### src/rtl/core/smd_pkg.sv
// Shared types and constants for the stereo meter and decimator.
`default_nettype none
package smd_pkg;

  // Default right shift applied to a sample before it is squared.
  localparam int unsigned SMD_METER_SHIFT = 7;

  // Result kinds on the output channel.
  typedef enum logic {
    KIND_MONO  = 1'b0,
    KIND_METER = 1'b1
  } smd_kind_t;

  // Input modes.
  localparam logic MODE_FRAME = 1'b0;
  localparam logic MODE_DRAIN = 1'b1;

  // Control handed from the top level to the lanes and the merge stage.
  typedef struct packed {
    logic load;   // Stage one takes a new word.
    logic step;   // Stage one word moves into the state update.
    logic drain;  // The moving word is a drain request.
  } smd_ctl_t;

endpackage
`default_nettype wire

### src/rtl/core/smd_meter_lane.sv
// One channel meter lane: shifted square and magnitude, then sum and peak.
`default_nettype none
module smd_meter_lane import smd_pkg::*; #(
  parameter int unsigned METER_SHIFT = SMD_METER_SHIFT
) (
  input  wire logic               clk,
  input  wire logic               rst_n,
  input  wire smd_ctl_t           ctl,
  input  wire logic signed [15:0] sample,
  output logic             [31:0] sum_sq,
  output logic             [15:0] peak
);

  logic signed [15:0] shifted;
  logic        [16:0] neg_shifted;
  logic        [15:0] shifted_mag;
  logic        [16:0] neg_sample;
  logic        [15:0] sample_mag;
  logic        [31:0] sq_r;
  logic        [15:0] mag_r;
  logic        [31:0] acc_r;
  logic        [31:0] acc_nxt;
  logic        [15:0] peak_r;
  logic        [15:0] peak_nxt;

  // Stage one: the magnitude of -32768 is 32768, which still fits 16 bits.
  always_comb begin
    shifted     = sample >>> METER_SHIFT;
    neg_shifted = 17'd0 - {shifted[15], shifted};
    shifted_mag = shifted[15] ? neg_shifted[15:0] : shifted;
    neg_sample  = 17'd0 - {sample[15], sample};
    sample_mag  = sample[15] ? neg_sample[15:0] : sample;
  end

  always_ff @(posedge clk) begin
    if (ctl.load) begin
      sq_r  <= shifted_mag * shifted_mag;
      mag_r <= sample_mag;
    end
  end

  // Stage two: accumulate, or clear on a drain.
  always_comb begin
    acc_nxt  = acc_r;
    peak_nxt = peak_r;
    if (ctl.step) begin
      if (ctl.drain) begin
        acc_nxt  = 32'd0;
        peak_nxt = 16'd0;
      end else begin
        acc_nxt  = acc_r + sq_r;
        peak_nxt = (mag_r > peak_r) ? mag_r : peak_r;
      end
    end
  end

  always_ff @(posedge clk) begin
    if (!rst_n) begin
      acc_r  <= 32'd0;
      peak_r <= 16'd0;
    end else begin
      acc_r  <= acc_nxt;
      peak_r <= peak_nxt;
    end
  end

  assign sum_sq = acc_r;
  assign peak   = peak_r;

endmodule
`default_nettype wire

### src/rtl/core/smd_merge.sv
// Merge stage: frame count, 2:1 mono decimator and the output register.
`default_nettype none
module smd_merge import smd_pkg::*; (
  input  wire logic               clk,
  input  wire logic               rst_n,
  input  wire smd_ctl_t           ctl,
  input  wire logic signed [15:0] mono,
  input  wire logic        [31:0] lane_sum_l,
  input  wire logic        [31:0] lane_sum_r,
  input  wire logic        [15:0] lane_peak_l,
  input  wire logic        [15:0] lane_peak_r,
  input  wire logic               out_stall,
  output logic                    out_valid,
  output logic                    out_kind,
  output logic signed      [15:0] out_mono_sample,
  output logic             [31:0] out_sample_index,
  output logic             [31:0] out_sum_sq_left,
  output logic             [31:0] out_sum_sq_right,
  output logic             [31:0] out_frames_seen,
  output logic             [15:0] out_peak_left,
  output logic             [15:0] out_peak_right
);

  logic signed [15:0] held_r, held_nxt;
  logic               pair_r, pair_nxt;
  logic        [31:0] dec_cnt_r, dec_cnt_nxt;
  logic        [31:0] frames_r, frames_nxt;
  logic               valid_r, valid_nxt;
  logic               emit;
  logic signed [16:0] pair_sum;
  logic signed [16:0] pair_avg;

  logic               kind_r;
  logic signed [15:0] mono_r;
  logic        [31:0] index_r, sum_l_r, sum_r_r, frames_out_r;
  logic        [15:0] peak_l_r, peak_r_r;

  assign pair_sum = {held_r[15], held_r} + {mono[15], mono};
  assign pair_avg = pair_sum >>> 1;
  assign emit     = ctl.step && (ctl.drain || pair_r);

  always_comb begin
    held_nxt    = held_r;
    pair_nxt    = pair_r;
    dec_cnt_nxt = dec_cnt_r;
    frames_nxt  = frames_r;
    valid_nxt   = valid_r;
    if (!out_stall) begin
      valid_nxt = 1'b0;
    end
    if (emit) begin
      valid_nxt = 1'b1;
    end
    if (ctl.step) begin
      if (ctl.drain) begin
        frames_nxt = 32'd0;
      end else begin
        frames_nxt = frames_r + 32'd1;
        if (pair_r) begin
          pair_nxt    = 1'b0;
          dec_cnt_nxt = dec_cnt_r + 32'd1;
        end else begin
          held_nxt = mono;
          pair_nxt = 1'b1;
        end
      end
    end
  end

  always_ff @(posedge clk) begin
    if (!rst_n) begin
      held_r    <= 16'sd0;
      pair_r    <= 1'b0;
      dec_cnt_r <= 32'd0;
      frames_r  <= 32'd0;
      valid_r   <= 1'b0;
    end else begin
      held_r    <= held_nxt;
      pair_r    <= pair_nxt;
      dec_cnt_r <= dec_cnt_nxt;
      frames_r  <= frames_nxt;
      valid_r   <= valid_nxt;
    end
  end

  // Output payload; fields that the kind does not use read as zero.
  always_ff @(posedge clk) begin
    if (emit) begin
      if (ctl.drain) begin
        kind_r       <= KIND_METER;
        mono_r       <= 16'sd0;
        index_r      <= 32'd0;
        sum_l_r      <= lane_sum_l;
        sum_r_r      <= lane_sum_r;
        frames_out_r <= frames_r;
        peak_l_r     <= lane_peak_l;
        peak_r_r     <= lane_peak_r;
      end else begin
        kind_r       <= KIND_MONO;
        mono_r       <= pair_avg[15:0];
        index_r      <= dec_cnt_r;
        sum_l_r      <= 32'd0;
        sum_r_r      <= 32'd0;
        frames_out_r <= 32'd0;
        peak_l_r     <= 16'd0;
        peak_r_r     <= 16'd0;
      end
    end
  end

  assign out_valid        = valid_r;
  assign out_kind         = kind_r;
  assign out_mono_sample  = mono_r;
  assign out_sample_index = index_r;
  assign out_sum_sq_left  = sum_l_r;
  assign out_sum_sq_right = sum_r_r;
  assign out_frames_seen  = frames_out_r;
  assign out_peak_left    = peak_l_r;
  assign out_peak_right   = peak_r_r;

endmodule
`default_nettype wire

### src/rtl/core/stereo_meter_decimator.sv
// Top level of the stereo level meter with 2:1 mono decimator.
//
//   Channel  Direction  Handshake           Payload
//   in_      input      in_valid/in_stall   mode, left, right
//   out_     output     out_valid/out_stall kind, mono_sample, sample_index,
//                                           sum_sq_left, sum_sq_right,
//                                           frames_seen, peak_left, peak_right
//
// One word is accepted every cycle while the output side keeps up. A word
// passes two stages: stage one squares and takes the magnitude in each lane
// at the accepting edge, and stage two updates the sums, peaks and the
// decimator and loads the result register once stage one advances. Reset is
// synchronous and active low and clears all meters, the held mono value and
// the decimated count. A stall on the output holds the result and backs up
// into in_stall only once stage one is also full, so up to two words stay in
// flight during a stall.
`default_nettype none
module stereo_meter_decimator import smd_pkg::*; #(
  parameter int unsigned METER_SHIFT = SMD_METER_SHIFT
) (
  input  wire logic               clk,
  input  wire logic               rst_n,
  input  wire logic               in_valid,
  output logic                    in_stall,
  input  wire logic               in_mode,
  input  wire logic signed [15:0] in_left,
  input  wire logic signed [15:0] in_right,
  output logic                    out_valid,
  input  wire logic               out_stall,
  output logic                    out_kind,
  output logic signed      [15:0] out_mono_sample,
  output logic             [31:0] out_sample_index,
  output logic             [31:0] out_sum_sq_left,
  output logic             [31:0] out_sum_sq_right,
  output logic             [31:0] out_frames_seen,
  output logic             [15:0] out_peak_left,
  output logic             [15:0] out_peak_right
);

  logic               s1_valid_r, s1_valid_nxt;
  logic               s1_mode_r;
  logic signed [15:0] s1_mono_r;
  logic signed [16:0] mix_sum;
  logic signed [16:0] mix_half;
  logic               advance;
  logic               accept;
  smd_ctl_t           ctl;
  logic        [31:0] sum_l, sum_r;
  logic        [15:0] peak_l, peak_r;

  // Stage one moves on whenever the output register is free or being read.
  assign advance  = s1_valid_r && (!out_valid || !out_stall);
  assign in_stall = s1_valid_r && !advance;
  assign accept   = in_valid && !in_stall;

  assign ctl.load  = accept;
  assign ctl.step  = advance;
  assign ctl.drain = (s1_mode_r == MODE_DRAIN);

  // The downmix is the arithmetic half of the 17-bit sum.
  assign mix_sum  = {in_left[15], in_left} + {in_right[15], in_right};
  assign mix_half = mix_sum >>> 1;

  always_comb begin
    s1_valid_nxt = s1_valid_r;
    if (accept) begin
      s1_valid_nxt = 1'b1;
    end else if (advance) begin
      s1_valid_nxt = 1'b0;
    end
  end

  always_ff @(posedge clk) begin
    if (!rst_n) begin
      s1_valid_r <= 1'b0;
    end else begin
      s1_valid_r <= s1_valid_nxt;
    end
  end

  always_ff @(posedge clk) begin
    if (accept) begin
      s1_mode_r <= in_mode;
      s1_mono_r <= mix_half[15:0];
    end
  end

  // Two meter lanes work side by side, one per channel.
  smd_meter_lane #(.METER_SHIFT(METER_SHIFT)) u_lane_left (
    .clk    (clk),
    .rst_n  (rst_n),
    .ctl    (ctl),
    .sample (in_left),
    .sum_sq (sum_l),
    .peak   (peak_l)
  );

  smd_meter_lane #(.METER_SHIFT(METER_SHIFT)) u_lane_right (
    .clk    (clk),
    .rst_n  (rst_n),
    .ctl    (ctl),
    .sample (in_right),
    .sum_sq (sum_r),
    .peak   (peak_r)
  );

  // The merge stage combines the lane readouts with the decimator.
  smd_merge u_merge (
    .clk              (clk),
    .rst_n            (rst_n),
    .ctl              (ctl),
    .mono             (s1_mono_r),
    .lane_sum_l       (sum_l),
    .lane_sum_r       (sum_r),
    .lane_peak_l      (peak_l),
    .lane_peak_r      (peak_r),
    .out_stall        (out_stall),
    .out_valid        (out_valid),
    .out_kind         (out_kind),
    .out_mono_sample  (out_mono_sample),
    .out_sample_index (out_sample_index),
    .out_sum_sq_left  (out_sum_sq_left),
    .out_sum_sq_right (out_sum_sq_right),
    .out_frames_seen  (out_frames_seen),
    .out_peak_left    (out_peak_left),
    .out_peak_right   (out_peak_right)
  );

endmodule
`default_nettype wire

### config.mk
export PLATFORM = sky130hd
export DESIGN_NAME = stereo_meter_decimator
export DESIGN_NICKNAME = d
export VERILOG_FILES = /design/src/rtl/core/smd_pkg.sv /design/src/rtl/core/smd_meter_lane.sv /design/src/rtl/core/smd_merge.sv /design/src/rtl/core/stereo_meter_decimator.sv
export SDC_FILE = /design/constraint.sdc
export NUM_CORES = 1
export LEC_CHECK = 0
export BUFFER_PORTS_ARGS = -buffer_cell sky130_fd_sc_hd__buf_2
export CORE_UTILIZATION = 37
export DETAILED_ROUTE_END_ITERATION = 7
export HOLD_SLACK_MARGIN = 0.1
export PLACE_DENSITY = 0.62
export SYNTH_ARGS = -nofsm -noshare
export SYNTH_HDL_FRONTEND = slang
export SYNTH_HIERARCHICAL = 1
export SYNTH_SLANG_ARGS = --single-unit
### constraint.sdc
create_clock -name clk -period 7.7 [get_ports clk]
set_clock_uncertainty 0.15 [all_clocks]
set_input_delay 0.385 -clock clk [delete_from_list [all_inputs] [get_ports clk]]
set_output_delay 0.385 -clock clk [all_outputs]
set_load 0.05 [all_outputs]
### Yosys cells after proc, flatten, opt, wreduce, memory -nomap -nowiden

Cells that the tools add are included.

* register bits after elaboration: 469
* latch bits: 0
* bits in writable memories: 0
* memory bits (read-only): 0
* bits of input ports: 37
* output and inout port bits: 179
* logic and storage cells: 78
* memories kept: 0

* add/sub/neg operators: 10
* $mul: 2
* divide/modulo/power cells: 0
* order comparisons: 2
* equality and inequality tests: 1
* shift operators: 0
* mux-type cells: 17
* bitwise operators: 2
* reductions and logical operators: 18

Operators by type and width (number)
* $mux 16: 6
* $mux 32: 3
* $add 32x1->32 const B: 2
* $add 32x32->32: 2
* $mul 16x16->32: 2
* $add 16x16->17: 2
* $gt 16x16->1: 2
* $sub 1x16->16 const A: 2
* $mux 15: 2
* $sub 1x9->10 const A: 2
* $mux 1: 6
* $reduce_and 2->1: 3
* $reduce_and 3->1: 2
* $reduce_bool 2->1: 3
* $logic_and 1x1->1: 4
* $logic_not 1->1: 4
* $logic_or 1x1->1: 2
* $ne 2x1->1 const B: 1
* $not 1->1: 2

### Longest topological paths before layout

* depth after elaboration: 8
* gate-level depth with buffers: 29
* depth with buffers taken out: 29

### By module

The synthesis kept the hierarchy.

By module, submodules not included
* smd_merge: instances 1, cells an instance 880, area each 10781.6 µm², seq. area each 6956.7 µm²
* smd_meter_lane at u_lane_left: instances 1, cells an instance 1124, area each 10717.8 µm², seq. area each 2372.3 µm²
* smd_meter_lane at u_lane_right: instances 1, cells an instance 1130, area each 10630.2 µm², seq. area each 2372.3 µm²
* stereo_meter_decimator: instances 1, cells an instance 112, area each 1286.2 µm², seq. area each 530.5 µm²

### Worst setup path after synthesis

OpenSTA, ideal clock, no wires.

* path type: input port to flip-flop
* from: input in_right[7]
* to: register u_lane_right.sq_r[18], data pin
* setup time: 0.258 ns
* data arrival time: 6.400 ns
* data required time: 7.292 ns
* slack: 0.892 ns
* stages on the path: 25
* buffers on the path: 1
* path through: clkbuf_1 > inv_1 > ha_1 > inv_1 > or3_1 > nor4b_2 > and2_1 > inv_1 > fa_1 > inv_1 > fa_1 > fa_1 > fa_1 > fa_1 > inv_1 > fa_1 > inv_1 > ha_1 > a21oi_1 > nand2b_1 > a211oi_1 > or3_1 > and2_1 > nor2b_1 > xnor2_1

* cells in the longest elaborated chain, start to end: 3

RTL lines
* start, declared: line stereo_meter_decimator.sv:27 `input wire logic signed [15:0] in_right,`
* $sub 1x9->10: line smd_meter_lane.sv:29 `neg_shifted = 17'd0 - {shifted[15], shifted};`
* $mux 16 (*): line smd_meter_lane.sv:30 `shifted_mag = shifted[15] ? neg_shifted[15:0] : shifted;`
* $mul 16x16->32 (*): line smd_meter_lane.sv:37 `sq_r <= shifted_mag * shifted_mag;`
* end signal, assigned: line smd_meter_lane.sv:37
* end, declared: line smd_meter_lane.sv:19 `logic [31:0] sq_r;`

Mark *: on every way between the ends. The rest lies on a longest branch, timed or not.
A chain may end at the register's enable or synchronous reset.

### Worst setup path after layout

Same ends and word-level chain as after synthesis.

==> qor.txt <==
Synthesis Warnings: 6
row count: 109
Place WS: 257 ps
final worst slack: 370 ps
fmax: 0.136 GHz
post-route ant nets: 0
CTS tree: done
DRT Wirelength: 74,000 um
Clock Path Buffers: 3
global routing usage on met2: 25.8%
depth of the CTS H-tree: 2
outcome: finished, final reports clean
Detail Placement HPWL: 57,900 um
Sum Neg Setup Slack: 0 ps
share of layout cells above drive strength 1: 10.0%
maxcap violations: 0
Final nets: 4,201
initial DRC count: 1,322
antenna violations before repair: 18
TritonCTS Buffers: 49
clk slew on worst S/H paths: 60 ps
Clk Latency, worst-skew pair: 600 ps
Worst Reg-to-Reg Cells: 9
register area share after synthesis: 36.6%
vias in the first global route: 23.0k
final hold violation count: 0
drt drc: 0
worst r2r src: u_merge/out_valid
CP endpoint kind: flip-flop
GRT Residual Overflow: 0
Yosys top cell area share: 25.9%
Hold Crit Class: input port to flip-flop
Hold Path Origin: in_right[13]
Die Area: 91,500 um^2
pin count of the biggest net entering global routing: 140
met1 Use GR: 23.4%
Post-synth EDFFs: 288
post-layout instance area: 38,300 um^2
Post-synth ARST share: 0%
Clock Sink Count: 467
Peak VDD IR: 0.456 mV
RSZ-0062 raised after global routing: no
largest area contributor in the netlist: edfxtp_1
IO buf count: 215
Synth Flop Type: edfxtp_1
reg2reg setup slack: 3500 ps
drt via density: 4.84
Syn Inst Count: 3,246
Final Slew Violations: 0
type of element launching the critical path: input port
top cells by area, synth: edfxtp_1 26%, fa_1 15%, ha_1 11%
critical path data required time: 7910 ps
minimum clock period: 7330 ps
# IOs: 216
post-synth cell types: 105
Tcrit/Tclk final: 95.2%
arrival time at the worst endpoint: 7540 ps
synthesized cell area: 33,400 um^2
final setup vio count: 0
routability cong.: 0.879
critical-path maximum fanout: 12
CP endpoint: u_lane_right/sq_r[18]
chip width: 303 um
M3 GR Usage: 2.91%
Die Ht: 303 um
routed len/inst: 15.3 um
Core ar.: 88,900 um^2
Leak Pwr: 17.2 nW
Slew headroom: 19.8%
Placed Area: 36,300 um^2
GR peak layer: met2
Worst setup startpoint: in_right[7]
starting density of the core: 37.6%
Worst Tran Pin Value: 1200 ps
first-pass GRT wire length: 120,000 um
PwrDens: 390 nW/um^2
clock root cell: clkbuf_16
via count: 23.4k
post-CTS setup buffers: 0
flops & latches, synth: 467
synthesized area per cell: 10.3 um^2
First-pass DRT Iterations: 5
reg-to-reg endpoint: u_lane_right/sum_sq[31]
total track usage: 16.3%
Layout area overhead: 14.6%
crit path kind: input port to flip-flop
==> per-stage QoR <==
| stage | util (%) | std cells | hold slack [ps] | power (mW) |
|---|---|---|---|---|
| finish | 43.1 | 4831 | 194 | 14.9 |
| global route | 43.1 | 4830 | 154 | 16.5 |
| CTS | 43.1 | 4828 | 111 | 14.4 |
| detailed placement | 40.9 | 4702 | 304 | 12.0 |
| global placement | 40.9 | 4702 | 297 | 11.9 |
| floorplan | - | 3402 | 288 | 10.9 |
==> how the worst min path moves through the flow <==
| stage | to | slack, ps | cells past startpoint |
|---|---|---|---|
| 6_report | u_lane_right/mag_r[13] | 190 | 2 |
| 5_1_grt | u_lane_right/mag_r[14] | 150 | 2 |
| 4_1_cts | u_lane_right/mag_r[13] | 110 | 2 |
| 3_5_place_dp | u_lane_left/peak[5] | 300 | 2 |
| 3_3_place_gp | u_lane_left/peak[15] | 300 | 2 |
| 2_1_floorplan | u_lane_left/peak[10] | 290 | 2 |
==> critical path: stages <==
cell	delay, ps
dlygate4sd3_1	570
buf_2	300
inv_1	180
ha_1	230
inv_1	100
or3_1	200
nand2_1	130
xnor2_2	450
nand2_1	150
fa_1	550
inv_1	80
fa_1	540
fa_1	450
fa_1	510
fa_1	500
inv_1	50
fa_1	470
inv_1	40
ha_1	330
a21oi_1	300
nand2b_1	100
a211oi_1	290
or3_1	210
and2_1	150
nor2b_1	170
xnor2_1	90
==> power by group <==
| group | switching [mW] | internal (mW) |
|---|---|---|
| registers | 0.144 | 3.38 |
| logic | 5.17 | 3.89 |
| clock network | 1.00 | 1.34 |
| total | 6.32 | 8.62 |
==> sequential cells by signal, indices dropped and copies added (netlist names), 31 cells and up <==
signal                    flops
u_merge/out_frames_seen      32
u_merge/out_sample_index     32
u_merge/frames_r             32
u_lane_right/sq_r            31
u_merge/out_sum_sq_left      32
u_lane_left/sum_sq           32
u_merge/dec_cnt_r            32
u_lane_right/sum_sq          32
u_lane_left/sq_r             31
u_merge/out_sum_sq_right     32
==> metal layers <==
| metal | up-vias | part of all wire, % |
|---|---|---|
| li1 | 11600 | - |
| met1 | 11200 | 48 |
| met2 | 448 | 44 |
| met3 | 95 | 5.5 |
| met4 | 30 | 1.6 |
| met5 | - | 0.25 |
==> repair_timing <==
item | in CTS | in global routing
endpoints found under the hold margin | 35 | 0
hold buffers | 36 | 0
gates resized for setup | 0 | 1
endpoints found under the setup margin | 0 | 1
==> logic make-up after synthesis <==
logic type,share of synthesized area [%]
AOI/OAI and AO/OA,11.9
and+or+nand+nor,14.3
adders and majority gates,25.7
muxes,0.367
other,0.0449
xor gates and xnor gates,5.19
buffers and inverters,5.87
DFF,36.6
==> synthesized netlist by cell type (13+ instances only) <==
cell       number
a21boi_0       25
a21o_1         72
a21oi_1       155
a31oi_1        24
and2_1        184
and3_1         31
clkbuf_1       91
dfxtp_1       179
edfxtp_1      288
fa_1          244
ha_1          296
inv_1         422
nand2_1       250
nand2b_1       23
nand3_1        58
nand4_1        31
nor2_1        146
nor2b_1        82
nor3_1         30
o211ai_1       13
o21a_1         25
o21ai_0        89
o21ai_1        19
o21bai_1       21
o2bb2ai_1      19
o31ai_1        28
or3_1          23
xnor2_1       127
xor2_1         71
==> layout make-up <==
type | count | area (um^2)
Multi-Input combinational cell | 2416 | 19800
Sequential cell | 467 | 12200
Timing Repair Buffer | 267 | 1580
Fill cell | 8636 | 50600
Antenna cell | 3 | 7.51
Tap cell | 1165 | 1460
Inverter | 423 | 1590
Clock inverter | 25 | 233
Clock buffer | 65 | 1360
==> cells in the final DEF, fill, tap and decap left out, drive strengths merged, types with 10 or more instances in the layout <==
cell | netlist | final
a211oi | 11 | 11
a21boi | 27 | 27
a21o | 73 | 73
a21oi | 155 | 155
a31oi | 24 | 24
and2 | 186 | 186
and3 | 32 | 32
and4 | 11 | 11
buf | 5 | 231
clkbuf | 91 | 65
clkinv | 0 | 18
conb | 4 | 160
dfxtp | 179 | 179
dlygate4sd3 | 0 | 36
edfxtp | 288 | 288
fa | 244 | 244
ha | 296 | 296
inv | 423 | 425
mux2i | 10 | 10
nand2 | 250 | 250
nand2b | 23 | 23
nand3 | 64 | 64
nand4 | 31 | 31
nor2 | 147 | 147
nor2b | 82 | 82
nor3 | 33 | 33
o211ai | 14 | 14
o21a | 25 | 25
o21ai | 109 | 109
o21bai | 21 | 21
o2bb2ai | 19 | 19
o31ai | 29 | 29
or2 | 10 | 10
or3 | 24 | 24
xnor2 | 127 | 127
xor2 | 71 | 71
No activity file was read; power rests on OpenSTA's default activity.
